**src/sv/mcsw_pkg.sv**
```systemverilog
package mcsw_pkg;

    localparam int NUM_CHANNELS = 4;
    localparam int MASK_BITS    = 4;
    localparam int WALK_N       = (NUM_CHANNELS < MASK_BITS) ? NUM_CHANNELS : MASK_BITS;
    localparam int CH_IDX_W     = (NUM_CHANNELS > 1) ? $clog2(NUM_CHANNELS) : 1;
    localparam logic [MASK_BITS-1:0] WALK_MASK = MASK_BITS'((1 << WALK_N) - 1);

    localparam int QDEPTH  = 4;
    localparam int QPTR_W  = 2;
    localparam int QCNT_W  = 3;

    localparam logic [7:0] STALL_LIMIT_RESET = 8'd8;
    localparam logic [7:0] NEVER_LIMIT_RESET = 8'd40;
    localparam logic [MASK_BITS-1:0] ENABLE_MASK_RESET = MASK_BITS'(3);

    localparam logic [1:0] REQ_PROGRESS  = 2'd0;
    localparam logic [1:0] REQ_HEARTBEAT = 2'd1;
    localparam logic [1:0] REQ_TICK      = 2'd2;

    localparam logic [1:0] REPORT_NONE    = 2'd0;
    localparam logic [1:0] REPORT_STALLED = 2'd1;
    localparam logic [1:0] REPORT_NEVER   = 2'd2;
    localparam logic [1:0] REPORT_RESUMED = 2'd3;

    localparam logic [1:0] CFG_STALL_LIMIT = 2'd0;
    localparam logic [1:0] CFG_NEVER_LIMIT = 2'd1;
    localparam logic [1:0] CFG_ENABLE_MASK = 2'd2;

    typedef enum logic [1:0] {
        CMD_PROGRESS  = 2'd0,
        CMD_HEARTBEAT = 2'd1,
        CMD_TICK      = 2'd2
    } cmd_kind_t;

    typedef struct packed {
        cmd_kind_t  kind;
        logic [1:0] chan;
    } cmd_t;

    typedef struct packed {
        logic                 valid;
        cmd_t                 cmd;
    } queue_head_t;

    typedef struct packed {
        logic [7:0]           stall_limit;
        logic [7:0]           never_limit;
        logic [MASK_BITS-1:0] enable_mask;
    } cfg_t;

    typedef enum logic [1:0] {
        ST_IDLE = 2'b01,
        ST_WALK = 2'b10
    } back_state_t;

endpackage

```
**src/sv/multi_channel_stall_watchdog_top.sv**
```systemverilog
// a tick is queued, taken from the queue by the back end in its idle state, and then the
// walk visits the channels in order, disabled ones giving no result; each result is registered
// progress and heartbeat are handled in the idle state as they are dequeued; a tick walks every
// channel before the next request is dequeued, and the walk stalls while a result waits
// reset: synchronous, active low; clears all channel state and heartbeat count,
// sets the limits to 8 and 40 seconds and the enable mask to 3
module multi_channel_stall_watchdog_top (
    input  logic        aclk,
    input  logic        aresetn,
    input  logic        s_tvalid,
    output logic        s_tready,
    input  logic [1:0]  s_tuser,   // [1:0] req_type
    input  logic [7:0]  s_tdata,   // [1:0] channel_index
    output logic        m_tvalid,
    input  logic        m_tready,
    output logic [47:0] m_tdata,   // [1:0] report_channel, [9:2] elapsed_seconds,
                                   // [41:10] heartbeats_last_second
    output logic [1:0]  m_tuser,   // [1:0] report_kind
    output logic        m_tlast,   // last_of_tick
    input  logic        cfg_valid,
    output logic        cfg_ready,
    input  logic [1:0]  cfg_index,
    input  logic [7:0]  cfg_data
);

    mcsw_pkg::cfg_t        cfg_reg, cfg_next;
    mcsw_pkg::queue_head_t head;
    logic                  pop;

    assign cfg_ready = 1'b1;

    always_comb begin
        cfg_next = cfg_reg;
        if (cfg_valid) begin
            case (cfg_index)
                mcsw_pkg::CFG_STALL_LIMIT: cfg_next.stall_limit = cfg_data;
                mcsw_pkg::CFG_NEVER_LIMIT: cfg_next.never_limit = cfg_data;
                mcsw_pkg::CFG_ENABLE_MASK: begin
                    cfg_next.enable_mask = cfg_data[mcsw_pkg::MASK_BITS-1:0];
                end
                default: begin
                end
            endcase
        end
    end

    always_ff @(posedge aclk) begin
        if (!aresetn) begin
            cfg_reg.stall_limit <= mcsw_pkg::STALL_LIMIT_RESET;
            cfg_reg.never_limit <= mcsw_pkg::NEVER_LIMIT_RESET;
            cfg_reg.enable_mask <= mcsw_pkg::ENABLE_MASK_RESET;
        end else begin
            cfg_reg <= cfg_next;
        end
    end

    mcsw_front u_front (
        .aclk     (aclk),
        .aresetn  (aresetn),
        .s_tvalid (s_tvalid),
        .s_tready (s_tready),
        .s_tuser  (s_tuser),
        .s_tdata  (s_tdata),
        .head     (head),
        .pop      (pop)
    );

    mcsw_back u_back (
        .aclk     (aclk),
        .aresetn  (aresetn),
        .cfg      (cfg_reg),
        .head     (head),
        .pop      (pop),
        .m_tvalid (m_tvalid),
        .m_tready (m_tready),
        .m_tdata  (m_tdata),
        .m_tuser  (m_tuser),
        .m_tlast  (m_tlast)
    );

endmodule

```
**src/sv/mcsw_front.sv**
```systemverilog
module mcsw_front (
    input  logic                 aclk,
    input  logic                 aresetn,
    input  logic                 s_tvalid,
    output logic                 s_tready,
    input  logic [1:0]           s_tuser,  // [1:0] req_type
    input  logic [7:0]           s_tdata,  // [1:0] channel_index
    output mcsw_pkg::queue_head_t head,
    input  logic                 pop
);

    mcsw_pkg::cmd_t queue_reg [mcsw_pkg::QDEPTH];
    logic [mcsw_pkg::QPTR_W-1:0] wr_ptr_reg, wr_ptr_next;
    logic [mcsw_pkg::QPTR_W-1:0] rd_ptr_reg, rd_ptr_next;
    logic [mcsw_pkg::QCNT_W-1:0] count_reg, count_next;
    logic       keep;
    logic       push;
    mcsw_pkg::cmd_t cmd;

    // classify: unused requests and out-of-range progress are dropped here
    always_comb begin
        keep     = 1'b0;
        cmd.kind = mcsw_pkg::CMD_PROGRESS;
        cmd.chan = s_tdata[1:0];
        case (s_tuser)
            mcsw_pkg::REQ_PROGRESS: begin
                keep     = (32'(s_tdata[1:0]) < mcsw_pkg::NUM_CHANNELS);
                cmd.kind = mcsw_pkg::CMD_PROGRESS;
            end
            mcsw_pkg::REQ_HEARTBEAT: begin
                keep     = 1'b1;
                cmd.kind = mcsw_pkg::CMD_HEARTBEAT;
            end
            mcsw_pkg::REQ_TICK: begin
                keep     = 1'b1;
                cmd.kind = mcsw_pkg::CMD_TICK;
            end
            default: begin
                keep = 1'b0;
            end
        endcase
    end

    assign s_tready  = (count_reg != mcsw_pkg::QCNT_W'(mcsw_pkg::QDEPTH));
    assign push      = s_tvalid && s_tready && keep;
    assign head.valid = (count_reg != '0);
    assign head.cmd  = queue_reg[rd_ptr_reg];

    always_comb begin
        wr_ptr_next = push ? wr_ptr_reg + 1'b1 : wr_ptr_reg;
        rd_ptr_next = pop  ? rd_ptr_reg + 1'b1 : rd_ptr_reg;
        count_next  = count_reg;
        if (push && !pop) begin
            count_next = count_reg + 1'b1;
        end else if (pop && !push) begin
            count_next = count_reg - 1'b1;
        end
    end

    always_ff @(posedge aclk) begin
        if (!aresetn) begin
            wr_ptr_reg <= '0;
            rd_ptr_reg <= '0;
            count_reg  <= '0;
        end else begin
            wr_ptr_reg <= wr_ptr_next;
            rd_ptr_reg <= rd_ptr_next;
            count_reg  <= count_next;
        end
    end

    always_ff @(posedge aclk) begin
        if (push) begin
            queue_reg[wr_ptr_reg] <= cmd;
        end
    end

endmodule

```
**src/sv/mcsw_back.sv**
```systemverilog
module mcsw_back (
    input  logic                  aclk,
    input  logic                  aresetn,
    input  mcsw_pkg::cfg_t        cfg,
    input  mcsw_pkg::queue_head_t head,
    output logic                  pop,
    output logic                  m_tvalid,
    input  logic                  m_tready,
    output logic [47:0]           m_tdata,  // [1:0] report_channel, [9:2] elapsed_seconds,
                                            // [41:10] heartbeats_last_second
    output logic [1:0]            m_tuser,  // [1:0] report_kind
    output logic                  m_tlast   // last_of_tick
);

    localparam int NC = mcsw_pkg::NUM_CHANNELS;
    localparam int CW = mcsw_pkg::CH_IDX_W;

    mcsw_pkg::back_state_t state_reg, state_next;
    logic [CW-1:0] walk_reg, walk_next;
    logic [NC-1:0] prog_reg, prog_next;
    logic [NC-1:0] started_reg, started_next;
    logic [NC-1:0] stall_rep_reg, stall_rep_next;
    logic [NC-1:0] never_rep_reg, never_rep_next;
    logic [7:0]    quiet_reg [NC];
    logic [7:0]    quiet_next [NC];
    logic [7:0]    dead_reg [NC];
    logic [7:0]    dead_next [NC];
    logic [31:0]   hb_reg, hb_next;

    logic          out_valid_reg, out_valid_next;
    logic [1:0]    out_kind_reg, out_kind_next;
    logic [1:0]    out_chan_reg, out_chan_next;
    logic [7:0]    out_elapsed_reg, out_elapsed_next;
    logic [31:0]   out_hb_reg, out_hb_next;
    logic          out_last_reg, out_last_next;

    logic [mcsw_pkg::MASK_BITS-1:0] walk_mask;
    logic [mcsw_pkg::MASK_BITS-1:0] mask_sh;
    logic          en;
    logic          out_free;
    logic          step;
    logic [7:0]    q_cur, d_cur, q_inc, d_inc;
    logic [CW-1:0] prog_idx;

    assign walk_mask = cfg.enable_mask & mcsw_pkg::WALK_MASK;
    assign mask_sh   = walk_mask >> walk_reg;
    assign en        = mask_sh[0];
    assign out_free  = !out_valid_reg || m_tready;
    assign step      = (state_reg == mcsw_pkg::ST_WALK) && (!en || out_free);
    assign pop       = (state_reg == mcsw_pkg::ST_IDLE) && head.valid;
    assign prog_idx  = CW'(head.cmd.chan);

    assign q_cur = quiet_reg[walk_reg];
    assign d_cur = dead_reg[walk_reg];
    assign q_inc = (q_cur == 8'hFF) ? q_cur : q_cur + 8'd1;
    assign d_inc = (d_cur == 8'hFF) ? d_cur : d_cur + 8'd1;

    always_comb begin
        state_next       = state_reg;
        walk_next        = walk_reg;
        prog_next        = prog_reg;
        started_next     = started_reg;
        stall_rep_next   = stall_rep_reg;
        never_rep_next   = never_rep_reg;
        quiet_next       = quiet_reg;
        dead_next        = dead_reg;
        hb_next          = hb_reg;
        out_valid_next   = out_valid_reg && !m_tready;
        out_kind_next    = out_kind_reg;
        out_chan_next    = out_chan_reg;
        out_elapsed_next = out_elapsed_reg;
        out_hb_next      = out_hb_reg;
        out_last_next    = out_last_reg;

        case (state_reg)
            mcsw_pkg::ST_IDLE: begin
                if (head.valid) begin
                    case (head.cmd.kind)
                        mcsw_pkg::CMD_PROGRESS: begin
                            prog_next[prog_idx]    = 1'b1;
                            started_next[prog_idx] = 1'b1;
                        end
                        mcsw_pkg::CMD_HEARTBEAT: begin
                            if (hb_reg != 32'hFFFF_FFFF) begin
                                hb_next = hb_reg + 32'd1;
                            end
                        end
                        mcsw_pkg::CMD_TICK: begin
                            state_next = mcsw_pkg::ST_WALK;
                            walk_next  = '0;
                        end
                        default: begin
                        end
                    endcase
                end
            end
            mcsw_pkg::ST_WALK: begin
                if (step) begin
                    if (en) begin
                        out_valid_next = 1'b1;
                        out_kind_next  = mcsw_pkg::REPORT_NONE;
                        out_chan_next  = 2'(walk_reg);
                        out_hb_next    = hb_reg;
                        out_last_next  = ((mask_sh >> 1) == '0);
                        if (prog_reg[walk_reg]) begin
                            out_elapsed_next = q_cur;
                            if (stall_rep_reg[walk_reg]) begin
                                out_kind_next = mcsw_pkg::REPORT_RESUMED;
                            end
                            quiet_next[walk_reg]     = 8'd0;
                            stall_rep_next[walk_reg] = 1'b0;
                            prog_next[walk_reg]      = 1'b0;
                        end else if (!started_reg[walk_reg]) begin
                            out_elapsed_next = d_cur;
                            if (!never_rep_reg[walk_reg]) begin
                                dead_next[walk_reg] = d_inc;
                                out_elapsed_next    = d_inc;
                                if (d_inc >= cfg.never_limit) begin
                                    never_rep_next[walk_reg] = 1'b1;
                                    out_kind_next = mcsw_pkg::REPORT_NEVER;
                                end
                            end
                        end else begin
                            out_elapsed_next = q_cur;
                            if (!stall_rep_reg[walk_reg]) begin
                                quiet_next[walk_reg] = q_inc;
                                out_elapsed_next     = q_inc;
                                if (q_inc >= cfg.stall_limit) begin
                                    stall_rep_next[walk_reg] = 1'b1;
                                    out_kind_next = mcsw_pkg::REPORT_STALLED;
                                end
                            end
                        end
                    end
                    if (walk_reg == CW'(mcsw_pkg::WALK_N - 1)) begin
                        state_next = mcsw_pkg::ST_IDLE;
                        hb_next    = '0;
                    end else begin
                        walk_next = walk_reg + 1'b1;
                    end
                end
            end
            default: begin
                state_next = mcsw_pkg::ST_IDLE;
            end
        endcase
    end

    always_ff @(posedge aclk) begin
        if (!aresetn) begin
            state_reg     <= mcsw_pkg::ST_IDLE;
            walk_reg      <= '0;
            prog_reg      <= '0;
            started_reg   <= '0;
            stall_rep_reg <= '0;
            never_rep_reg <= '0;
            hb_reg        <= '0;
            out_valid_reg <= 1'b0;
            for (int i = 0; i < NC; i++) begin
                quiet_reg[i] <= 8'd0;
                dead_reg[i]  <= 8'd0;
            end
        end else begin
            state_reg     <= state_next;
            walk_reg      <= walk_next;
            prog_reg      <= prog_next;
            started_reg   <= started_next;
            stall_rep_reg <= stall_rep_next;
            never_rep_reg <= never_rep_next;
            hb_reg        <= hb_next;
            out_valid_reg <= out_valid_next;
            quiet_reg     <= quiet_next;
            dead_reg      <= dead_next;
        end
    end

    always_ff @(posedge aclk) begin
        out_kind_reg    <= out_kind_next;
        out_chan_reg    <= out_chan_next;
        out_elapsed_reg <= out_elapsed_next;
        out_hb_reg      <= out_hb_next;
        out_last_reg    <= out_last_next;
    end

    assign m_tvalid = out_valid_reg;
    assign m_tdata  = {6'd0, out_hb_reg, out_elapsed_reg, out_chan_reg};
    assign m_tuser  = out_kind_reg;
    assign m_tlast  = out_last_reg;

endmodule

```
**config.mk**
```make
export PLATFORM = sky130hd
export DESIGN_NAME = multi_channel_stall_watchdog_top
export DESIGN_NICKNAME = d
export VERILOG_FILES = /design/src/sv/mcsw_pkg.sv /design/src/sv/multi_channel_stall_watchdog_top.sv /design/src/sv/mcsw_front.sv /design/src/sv/mcsw_back.sv
export SDC_FILE = /design/constraint.sdc
export NUM_CORES = 1
export LEC_CHECK = 0
export BUFFER_PORTS_ARGS = -buffer_cell sky130_fd_sc_hd__buf_2
export CAP_MARGIN = 20
export CORE_MARGIN = 8
export CORE_UTILIZATION = 60
export CTS_BUF_LIST = sky130_fd_sc_hd__clkbuf_16
export CTS_CLUSTER_DIAMETER = 200
export DETAILED_ROUTE_END_ITERATION = 6
export HOLD_SLACK_MARGIN = 0.02
export PLACE_DENSITY_LB_ADDON = 0.3
export RECOVER_POWER = 50
export SYNTH_ARGS = -nofsm -noshare
export SYNTH_HDL_FRONTEND = slang
export SYNTH_SLANG_ARGS = --single-unit
```
**constraint.sdc**
```tcl
create_clock -name aclk -period 5 [get_ports aclk]
set_clock_uncertainty 0.05 [all_clocks]
set_input_delay 0.25 -clock aclk [delete_from_list [all_inputs] [get_ports aclk]]
set_output_delay 0.25 -clock aclk [all_outputs]
set_load 0.005 [all_outputs]
```
== Word-level counts from Yosys, hierarchy flattened ==
Memory sizes are Yosys's and may differ from the RTL's. A register that Yosys moved wholly into a read port is not among the register bits.
Cells that the tools add are included.
Storage, ports and cells
  word-level logic and storage cells: 197
  output and inout bits: 54
  bits of input ports: 25
  register bits: 189
  RAM bits: 16
  memories kept: 1
Memory list
  u_front.queue_reg: words 4, width 4, read ports 1, clocked after Yosys merged registers in 1, write ports 1, RTL line mcsw_front.sv:12  | mcsw_pkg::cmd_t queue_reg [mcsw_pkg::QDEPTH];
Operators by class
  multiplexer cells: 75
  order comparisons: 8
  add/subtract/negate cells: 8
  reductions and logical operators: 40
  shift operators: 1
  eq/ne operators: 24
  bitwise operators: 13
Operators by type and width (count)
  32-bit 2-to-1 mux: 8
  8-bit 2-to-1 mux: 11
  32-bit bitwise mux: 2
  32-bit case mux with 2 select lines: 1
  4-bit 2-to-1 mux: 9
  32-bit by 1-bit adder with 32-bit output (second input constant): 1
  32-bit AND: 1
  8-bit binary-select mux with 2-bit select: 2
  2-bit 2-to-1 mux: 16
  32-bit inequality test (second input constant): 1
  32-bit inverter: 1
  6-bit AND reduction: 4
  8-bit by 1-bit adder with 8-bit output (second input constant): 2
  8-bit demux with 2-bit select: 1
  8-bit equality test (second input constant): 2
  8-bit greater-or-equal comparator: 2
  4-bit bitwise OR: 4
  2-bit inequality test (second input constant): 7
  1-bit 2-to-1 mux: 13
  2-bit case mux with 2 select lines: 3
  2-bit equality test (second input constant): 5
  1-bit logical AND: 10
  5-bit AND reduction: 2
  4-bit AND: 2
  29 further kinds: 59

== Depth between registers and ports, before layout ==
Gate-level depths: netlist of the first run.
  word-level depth: 11
  gate-level depth with buffers: 16
  gate-level depth less buffers: 13

== Cells and area by module ==
From an unflattened synthesis of the first run, not the netlist that was laid out.
Unflattened totals
  cell total of the unflattened synthesis: 952
  area, all modules: 9651.8 um^2
Modules (own cells, without submodules)
  mcsw_back: instances 1, area an instance 7753.7 um^2, cells an instance 797, seq. area each 3693.5 um^2
  mcsw_front: instances 1, area an instance 1076.0 um^2, cells an instance 71, seq. area each 660.6 um^2
  multi_channel_stall_watchdog_top: instances 1, area an instance 822.0 um^2, cells an instance 84, seq. area each 400.4 um^2

== Worst setup path after synthesis of the first run ==
No wires, ideal clock.
  path type: register -> register
  from: register u_back.walk_reg[0]
  to: register u_back.out_kind_reg[1], in the netlist u_back.m_tuser[1], data pin
  path buffers: 2
  setup slack: 1358 ps
  data arrival time: 3335 ps
  library setup time: 257 ps
  data required time: 4693 ps
  cell stages (with the launch flop): 16
  clock period less this slack: 3642 ps
  cells stage by stage: dfxtp_1 -> buf_6 -> buf_4 -> mux4_2 -> ha_1 -> nand2_1 -> o22ai_2 -> nand4_2 -> mux2i_1 -> inv_1 -> ha_1 -> a21o_1 -> a21oi_1 -> o211a_1 -> a21oi_1 -> a32o_1
On the way
  word-level cells in the longest chain between the ends: 11
  elaborated cells between the ends (all ways): 21
  classes of those cells: add/sub (1); order compare (1); eq/ne (1); mux (17); bitwise (1)
RTL lines
  from (decl): RTL line mcsw_back.sv:19  | logic [CW-1:0] walk_reg, walk_next;
  from (signal assigned): RTL line mcsw_back.sv:165  | walk_reg <= walk_next;
  2-bit inverter with 3-bit output (not written as such) (*): RTL line mcsw_back.sv:54  | assign d_cur = dead_reg[walk_reg];
  8-bit binary-select mux with 2-bit select (*): RTL line mcsw_back.sv:54
  8-bit 2-to-1 mux (not written as such) (*) (2 in a row): RTL line mcsw_back.sv:54
  8-bit by 1-bit adder with 8-bit output / 8-bit equality test (equally long branches): RTL line mcsw_back.sv:56  | assign d_inc = (d_cur == 8'hFF) ? d_cur : d_cur + 8'd1;
  8-bit 2-to-1 mux (*): RTL line mcsw_back.sv:56
  via u_back.d_inc[1]: RTL line mcsw_back.sv:42  | logic [7:0] q_cur, d_cur, q_inc, d_inc;
  8-bit greater-or-equal comparator (*): RTL line mcsw_back.sv:118  | if (d_inc >= cfg.never_limit) begin
  2-bit 2-to-1 mux (*): RTL line mcsw_back.sv:118
  2-bit 2-to-1 mux (*): RTL line mcsw_back.sv:115  | if (!never_rep_reg[walk_reg]) begin
  2-bit 2-to-1 mux (*): RTL line mcsw_back.sv:113  | end else if (!started_reg[walk_reg]) begin
  2-bit 2-to-1 mux (*): RTL line mcsw_back.sv:105  | if (prog_reg[walk_reg]) begin
  to (signal assigned): RTL line mcsw_back.sv:178  | out_kind_reg <= out_kind_next;
  to (decl): RTL line mcsw_back.sv:31  | logic [1:0] out_kind_reg, out_kind_next;
The timed path passes the listed nets; every way through them passes the cells marked *. The select of a mux whose other input is x is not followed.
A chain may end at the register's enable or synchronous reset.

== Worst setup path after layout of the first run ==
  from: register u_back.walk_reg[1]
  to: register u_back.out_kind_reg[0], in the netlist u_back.m_tuser[0], data pin
On the way
  word-level cells in the longest chain between the ends: 11
  elaborated cells between the ends (all ways): 22
  classes of those cells: add/sub (1); order compare (1); eq/ne (1); mux (18); bitwise (1)
RTL lines
  2-bit inverter with 3-bit output (not written as such): RTL line mcsw_back.sv:53  | assign q_cur = quiet_reg[walk_reg];
  8-bit binary-select mux with 2-bit select: RTL line mcsw_back.sv:53
  8-bit 2-to-1 mux (not written as such) (2 in a row): RTL line mcsw_back.sv:53
  8-bit by 1-bit adder with 8-bit output / 8-bit equality test (equally long branches): RTL line mcsw_back.sv:55  | assign q_inc = (q_cur == 8'hFF) ? q_cur : q_cur + 8'd1;
  8-bit 2-to-1 mux: RTL line mcsw_back.sv:55
  8-bit greater-or-equal comparator: RTL line mcsw_back.sv:128  | if (q_inc >= cfg.stall_limit) begin
  1-bit 2-to-1 mux: RTL line mcsw_back.sv:128
  2-bit 2-to-1 mux: RTL line mcsw_back.sv:125  | if (!stall_rep_reg[walk_reg]) begin
  2-bit 2-to-1 mux: RTL line mcsw_back.sv:113
  2-bit 2-to-1 mux (*): RTL line mcsw_back.sv:105
Every way passes the cells marked *; elsewhere a longest branch is shown, timed or not. The select of a mux whose other input is x is not followed.

==> results of run 1 <==
## how the worst min path moves through the flow
| stage | to |
|---|---|
| after floorplan | u_front.queue_reg[0][0]$_DFFE_PP_ |
| after CTS | u_front.queue_reg[2][2]$_DFFE_PP_ |
| after detailed placement | u_back.dead_reg[27]$_SDFFE_PN0P_ |
| after global placement | u_back.dead_reg[16]$_SDFFE_PN0P_ |
| final | u_front.queue_reg[2][2]$_DFFE_PP_ |
| after global routing | u_front.queue_reg[2][3]$_DFFE_PP_ |
## where the power goes
part | switching, mW | internal (mW) | total (mW)
Clock | 0.639 | 0.930 | 1.57
Combinational | 0.479 | 0.273 | 0.753
Sequential | 0.0609 | 1.83 | 1.89
Total | 1.18 | 3.03 | 4.21
## kinds of logic after synthesis
family	after synthesis
xor+xnor	19
compound gates	231
flops	207
mux	54
simple gates	370
other cells	2
buf+inv	96
fa+ha+maj	31
## worst reg2reg max path, delay by kind of cell (launching register included)
family,cells,cell delay [ps]
AND/OR/NAND/NOR,4,590
multiplexers,2,940
adder cells (fa/ha/maj),2,600
buffers and inverters,1,310
AO/OA/AOI/OAI,3,840
flip-flops,1,600
## synthesized netlist by cell type, drive strengths merged (3+ instances only)
cell type	count
nand3b	6
or4	4
o21a	3
and2	24
nand3	59
o211a	6
nor4	13
buf	27
xor2	3
a21oi	41
nand2	98
o221a	4
o31ai	5
nor2b	27
a22o	4
inv	43
o2111ai	4
o22ai	6
or3	12
ha	30
mux2	3
a32o	3
nand2b	30
nor2	50
nand4	6
xnor2	16
a21boi	37
nand4b	6
clkbuf	26
a311oi	4
mux2i	26
edfxtp	61
and3	12
a21o	3
a31oi	15
o21ai	81
dfxtp	146
mux4	25
nor3	17
o211ai	7
## layer usage
metal,part of all wire,wire (um)
met5,0,0
met1,0.45,10200
met4,0.018,404
met2,0.46,10400
met3,0.063,1410
## final cells by class
class	count	area, sq um	share of cell area
sequential	207	4750	0.422
tap	220	275	0.0245
timing repair buffer	90	485	0.0431
multi-input combinational	712	4880	0.434
clock inverter	16	124	0.0110
inverter	43	161	0.0143
clock buffer	23	576	0.0511
==> results.toml, run 1 <==
[finish]
final_cell_mix = "dfxtp_1, nand2_1, o21ai_0, edfxtp_1, nand3_1"
nFillCells = 1332
syn_to_final_growth_pct = 11.8
fin_nets = 1132
drive_gt1_frac = 0.105
instances_no_fill = 1311
diodes = 0
utilization = 0.681
post-route-cell-area_sq_um = 11300
layout_commonest_cell = "dfxtp_1"

[sta]
relSlewSlack = -1.35
tns_ps = 0
tightest_slew_ps = 3530
fin_crit_ps = 4170
drv_slew = 92
fmax_ghz = 0.240
setup_viol_count_final = 0
rsz0062_at_grt = "false"
holdWs_ps = 76.8
finalHoldViolCount = 0
setup_ws_ps = 830
fin_crit_sh = 0.834

[flow_run]
drv_cap = 1

[clock_network]
clock_path_buffers = 3
cts_sinks = 207
cts_max_level = 1
post_cts_resized = 0
clk_latency_ps = 500
cts_tree = "yes"
cts_root_buf = "clkbuf_16"
hold_buffers = 10
cts_buffers = 22
clk_pin_slew_worst_paths_ps = 60
post_cts.repair.setup_buffers = 0

[worst_setup_path]
critical_path_class = "flop to flop"
cpPeakStageDelay_ps = 620
cp-startpoint = "u_back.walk_reg[1]$_SDFFE_PN0P_"
r2r_end = "u_back.m_tuser[0]$_DFFE_PP_"
worstPathCellList = "buf_4, mux4_2, ha_1, and4_1, and2_2, mux2_2, ha_1, a21oi_1, nor2b_1, o2111ai_1, nand2_1, a32o_1"
worstPathRequired_ps = 5210
cp_max_fo = 12
path_delay_family = "multiplexers"
endpoint = "u_back.m_tuser[0]$_DFFE_PP_"
timing.rr.start = "u_back.walk_reg[1]$_SDFFE_PN0P_"
startpoint_type = "flop"
ff2ff_setup_slack_ps = 830
path_common_cell = "ha_1"
cp-end-kind = "flop"
cp_num_cells = 12
worstPathArrival_ps = 4380
reg2regPathDepth = 12
slowest_stage = "mux4_2"
worst-path-buf-inv = 1

[logic_synthesis]
synthAdderAreaFrac = 0.0393
syn_inst = 1010
yosysSeqAreaShare = 0.472
synth_cell_types = 70
synth_edf_count = 61
synthMuxAreaShare = 0.0851
synth_area_sq_um = 10100
ys_ff_latch = 207
synth_top_area_share = 0.290
synth.top_cells.by_area = "dfxtp_1, edfxtp_1, mux4_2"
synth-simple-area-share = 0.193
ys.flop_type = "dfxtp_1"
synthArstFlopShare = 0
synth_top_family_by_area = "simple AND/OR/NAND/NOR gates"
ys_warn_count = 0
syn_area_per_cell_sq_um = 9.97
synthXorXnorAreaFrac = 0.0165
synth_top_area_cell = "dfxtp_1"
synth_compound_gate_area_share = 0.148

[grt]
gr-usage-met3 = 0.0351
grt_pass1_wl_mm = 36.9
grt-busiest-layer = "met2"
grt_max_degree = 92
track_usage = 0.206
grt.overflow.total = 0
grt_use_met1 = 0.284
grt_pass1_vias = 7292
grt_use_met2 = 0.328
antenna_found_initial = 0

[outcome]
status = "finished, violations left"
violations = "max-capacitance violations, max-slew violations"

[placement]
dp.cells = 1260
portBuffers = 65
dpl_worst_slack_ps = 902
placed_cell_area_sq_um = 10500
gp_congestion = 0.925
post-dp-hpwl_mm = 15.3

[routing]
viasPerCell = 5.88
drt-initial-drc-count = 683
wl_mm = 22.3
wire_per_inst_um = 17.0
firstDrtPassIters = 5
antenna_left = 0
drc = 0
vias = 7705

[floorplan]
fp.coreArea_sq_um = 16500
die_h_um = 146
die_w_um = 146
dieArea_sq_um = 21200
start_util = 0.609
row_count = 47
ios = 79

[worst_hold_path]
whs_path_depth = 2
hold_path_class = "primary input to flop"
hp-start = "s_tuser[1]"

[power_and_ir_drop]
power_density_nw_per_um2 = 374
peakVddDrop_uv = 306
total_leakage_power_nw = 4.07
power_mw = 4.21
Power figures use the tool's default switching activity.
==> inputs of run 2 (changes only) <==
--- a/config.mk
+++ b/config.mk
@@ -5,10 +5,11 @@
 export SDC_FILE = /design/constraint.sdc
 export NUM_CORES = 1
 export LEC_CHECK = 0
+export ABC_AREA = 1
 export BUFFER_PORTS_ARGS = -buffer_cell sky130_fd_sc_hd__buf_2
 export CAP_MARGIN = 20
 export CORE_MARGIN = 8
-export CORE_UTILIZATION = 60
+export CORE_UTILIZATION = 55
 export CTS_BUF_LIST = sky130_fd_sc_hd__clkbuf_16
 export CTS_CLUSTER_DIAMETER = 200
 export DETAILED_ROUTE_END_ITERATION = 6
==> constraint.sdc (replaced) <==
create_clock -name aclk -period 3.5 [get_ports aclk]
set_clock_uncertainty 0.05 [all_clocks]
set_input_delay 0.175 -clock aclk [delete_from_list [all_inputs] [get_ports aclk]]
set_output_delay 0.175 -clock aclk [all_outputs]
set_load 0.005 [all_outputs]
==> results.toml, run 2 <==
[outcome]
status = "finished, final reports clean"

[clock_network]
cts_root_buf = "clkbuf_16"
cts_tree = "yes"
clk_latency_ps = 520
post_cts.repair.setup_buffers = 0
cts_max_level = 1
clock_path_buffers = 3
cts_buffers = 23
cts_sinks = 207
clk_pin_slew_worst_paths_ps = 60

[sta]
fin_crit_sh = 0.923
relSlewSlack = 0.419
fin_crit_ps = 3230
fmax_ghz = 0.310
finalHoldViolCount = 0
tns_ps = 0
tightest_slew_ps = 871
rsz0062_at_grt = "false"
drv_slew = 0
setup_viol_count_final = 0
setup_ws_ps = 269

[routing]
wl_mm = 26.2
wire_per_inst_um = 14.4
drt-initial-drc-count = 627
viasPerCell = 5.25
vias = 9539
antenna_left = 0
firstDrtPassIters = 5
drc = 0

[logic_synthesis]
ys_warn_count = 0
syn_inst = 1448
yosysSeqAreaShare = 0.440
synth_edf_count = 61
synth.top_cells.by_area = "dfxtp_1, edfxtp_1, nand2_1"
yosys-top-cells-count = "nand2_1, nor2_1, dfxtp_1, a21oi_1, inv_1"
synth_cell_types = 44
synthArstFlopShare = 0
yosys.cell_count.top_type = "nand2_1"
synth_top_area_cell = "dfxtp_1"
synth_top_area_share = 0.271
synth_area_sq_um = 10800
syn_area_per_cell_sq_um = 7.45
ys_ff_latch = 207
ys.flop_type = "dfxtp_1"

[finish]
nFillCells = 1734
diodes = 0
drive_gt1_frac = 0.0967
final_cell_mix = "nand2_1, nor2_1, dfxtp_1, a21oi_1, inv_1"
multi_input_area_sq_um = 5140
regArea_sq_um = 4760
instances_no_fill = 1816
syn_to_final_growth_pct = 12.9
layout_commonest_cell = "nand2_1"
fin_nets = 1590

[floorplan]
dieArea_sq_um = 24400
fp.coreArea_sq_um = 19300
die_w_um = 156
ios = 79
row_count = 51
die_h_um = 156
start_util = 0.558

[grt]
track_usage = 0.216
grt.overflow.total = 0
grt_pass1_vias = 9062
antenna_found_initial = 0
grt_max_degree = 102
grt_pass1_wl_mm = 43.4

[power_and_ir_drop]
power_mw = 7.22
swShare = 0.368
total_leakage_power_nw = 5.04
combPwrFrac = 0.307
clkPwrFrac = 0.308
pwr-share-seq = 0.385
p_int_mw = 4.56
peakVddDrop_uv = 419
p_sw_mw = 2.66
power_density_nw_per_um2 = 592

[worst_setup_path]
worstPathArrival_ps = 3440
critical_path_class = "flop to flop"
startpoint_type = "flop"
cp_max_fo = 17
cp-end-kind = "flop"
worstPathRequired_ps = 3710

[placement]
gp_congestion = 0.940
post-dp-hpwl_mm = 18.9
dpl_worst_slack_ps = 111
portBuffers = 65
dp.cells = 1753

[worst_hold_path]
hold_path_class = "primary input to flop"

[flow_run]
drv_cap = 0
-- run 2: cell count changes after synthesis, sizes merged, moves of 26 or more --
| cell | change |
|---|---|
| a21oi | +99 |
| inv | +90 |
| mux2i | -26 |
| nand2b | -30 |
| a21boi | -37 |
| o21ai | +37 |
| nor2 | +116 |
| nor2b | -27 |
| nand3 | +52 |
| nand2 | +299 |
-- run 2: repair_timing --
action / 4_1_cts / 5_1_grt
hold buffers: 21 / 0
endpoints found under the hold margin: 37 / 0
endpoints found under the setup margin: 0 / 9
gates resized for setup: 0 / 6
-- run 2: area by class of cell --
| class | count | share of cell area |
|---|---|---|
| clock inverter | 18 | 0.00770 |
| inverter | 135 | 0.0422 |
| sequential | 207 | 0.390 |
| clock buffer | 24 | 0.0493 |
| tap | 265 | 0.0272 |
| timing repair buffer | 121 | 0.0618 |
| multi-input combinational | 1046 | 0.421 |
-- run 2: per-stage QoR --
stage | area, sq um | util | hold WS (ps)
2_1_floorplan | 10800 | - | 224
3_3_place_gp | 11300 | 0.586 | 347
3_5_place_dp | 11300 | 0.586 | 353
4_1_cts | 12200 | 0.632 | 72.5
5_1_grt | 12200 | 0.630 | 114
6_report | 12200 | 0.630 | 70.1
-- run 2: power by group through the flow --
stage	Clock (mW)	Sequential (mW)	Combinational (mW)
after floorplan	0	2.79	1.60
after global placement	0	2.82	2.15
after detailed placement	0	2.83	2.17
after CTS	2.25	2.78	2.20
after global routing	2.36	2.80	2.49
final	2.22	2.78	2.22
-- run 2: critical path: stages (launching register included) --
cell,delay [ps]
dfxtp_4,500
buf_4,210
nand2_1,60
o211ai_1,70
nand2_1,130
ha_1,220
nand2_1,90
nor2_2,60
nand2_1,210
inv_1,90
a21oi_2,230
inv_1,80
ha_1,290
nand2_1,70
nor2_1,40
nand4_1,80
o2111ai_2,250
nand2_1,140
o21ai_0,80
-- run 2: per-layer routing --
| layer | routed length, um | GRT usage | vias up |
|---|---|---|---|
| li1 | - | - | 4914 |
| met1 | 11300 | 0.260 | 4344 |
| met2 | 12800 | 0.381 | 228 |
| met3 | 1370 | 0.0335 | 53 |
| met4 | 818 | 0.0824 | 0 |
| met5 | 0 | 0 | - |
-- run 2: cell families after synthesis --
logic type                 after synthesis  synth area share
AOI/OAI and AO/OA                      275             0.135
and+or+nand+nor                        712             0.283
adders and majority gates               31            0.0366
other                                    2          0.000696
xor gates and xnor gates                21            0.0177
buffers and inverters                  200            0.0862
DFF                                    207             0.440
-- run 2: final timing paths --
path	start	end	slack (ps)	cells past startpoint
min	cfg_valid	cfg_reg[15]$_SDFFE_PN1P_	70	5
max	u_back.walk_reg[0]$_SDFFE_PN0P_	u_back.m_tuser[1]$_DFFE_PP_	270	18
max reg2reg	u_back.walk_reg[0]$_SDFFE_PN0P_	u_back.m_tuser[1]$_DFFE_PP_	270	18
min reg2reg	u_back.never_rep_reg[1]$_SDFFE_PN0P_	u_back.never_rep_reg[1]$_SDFFE_PN0P_	400	2
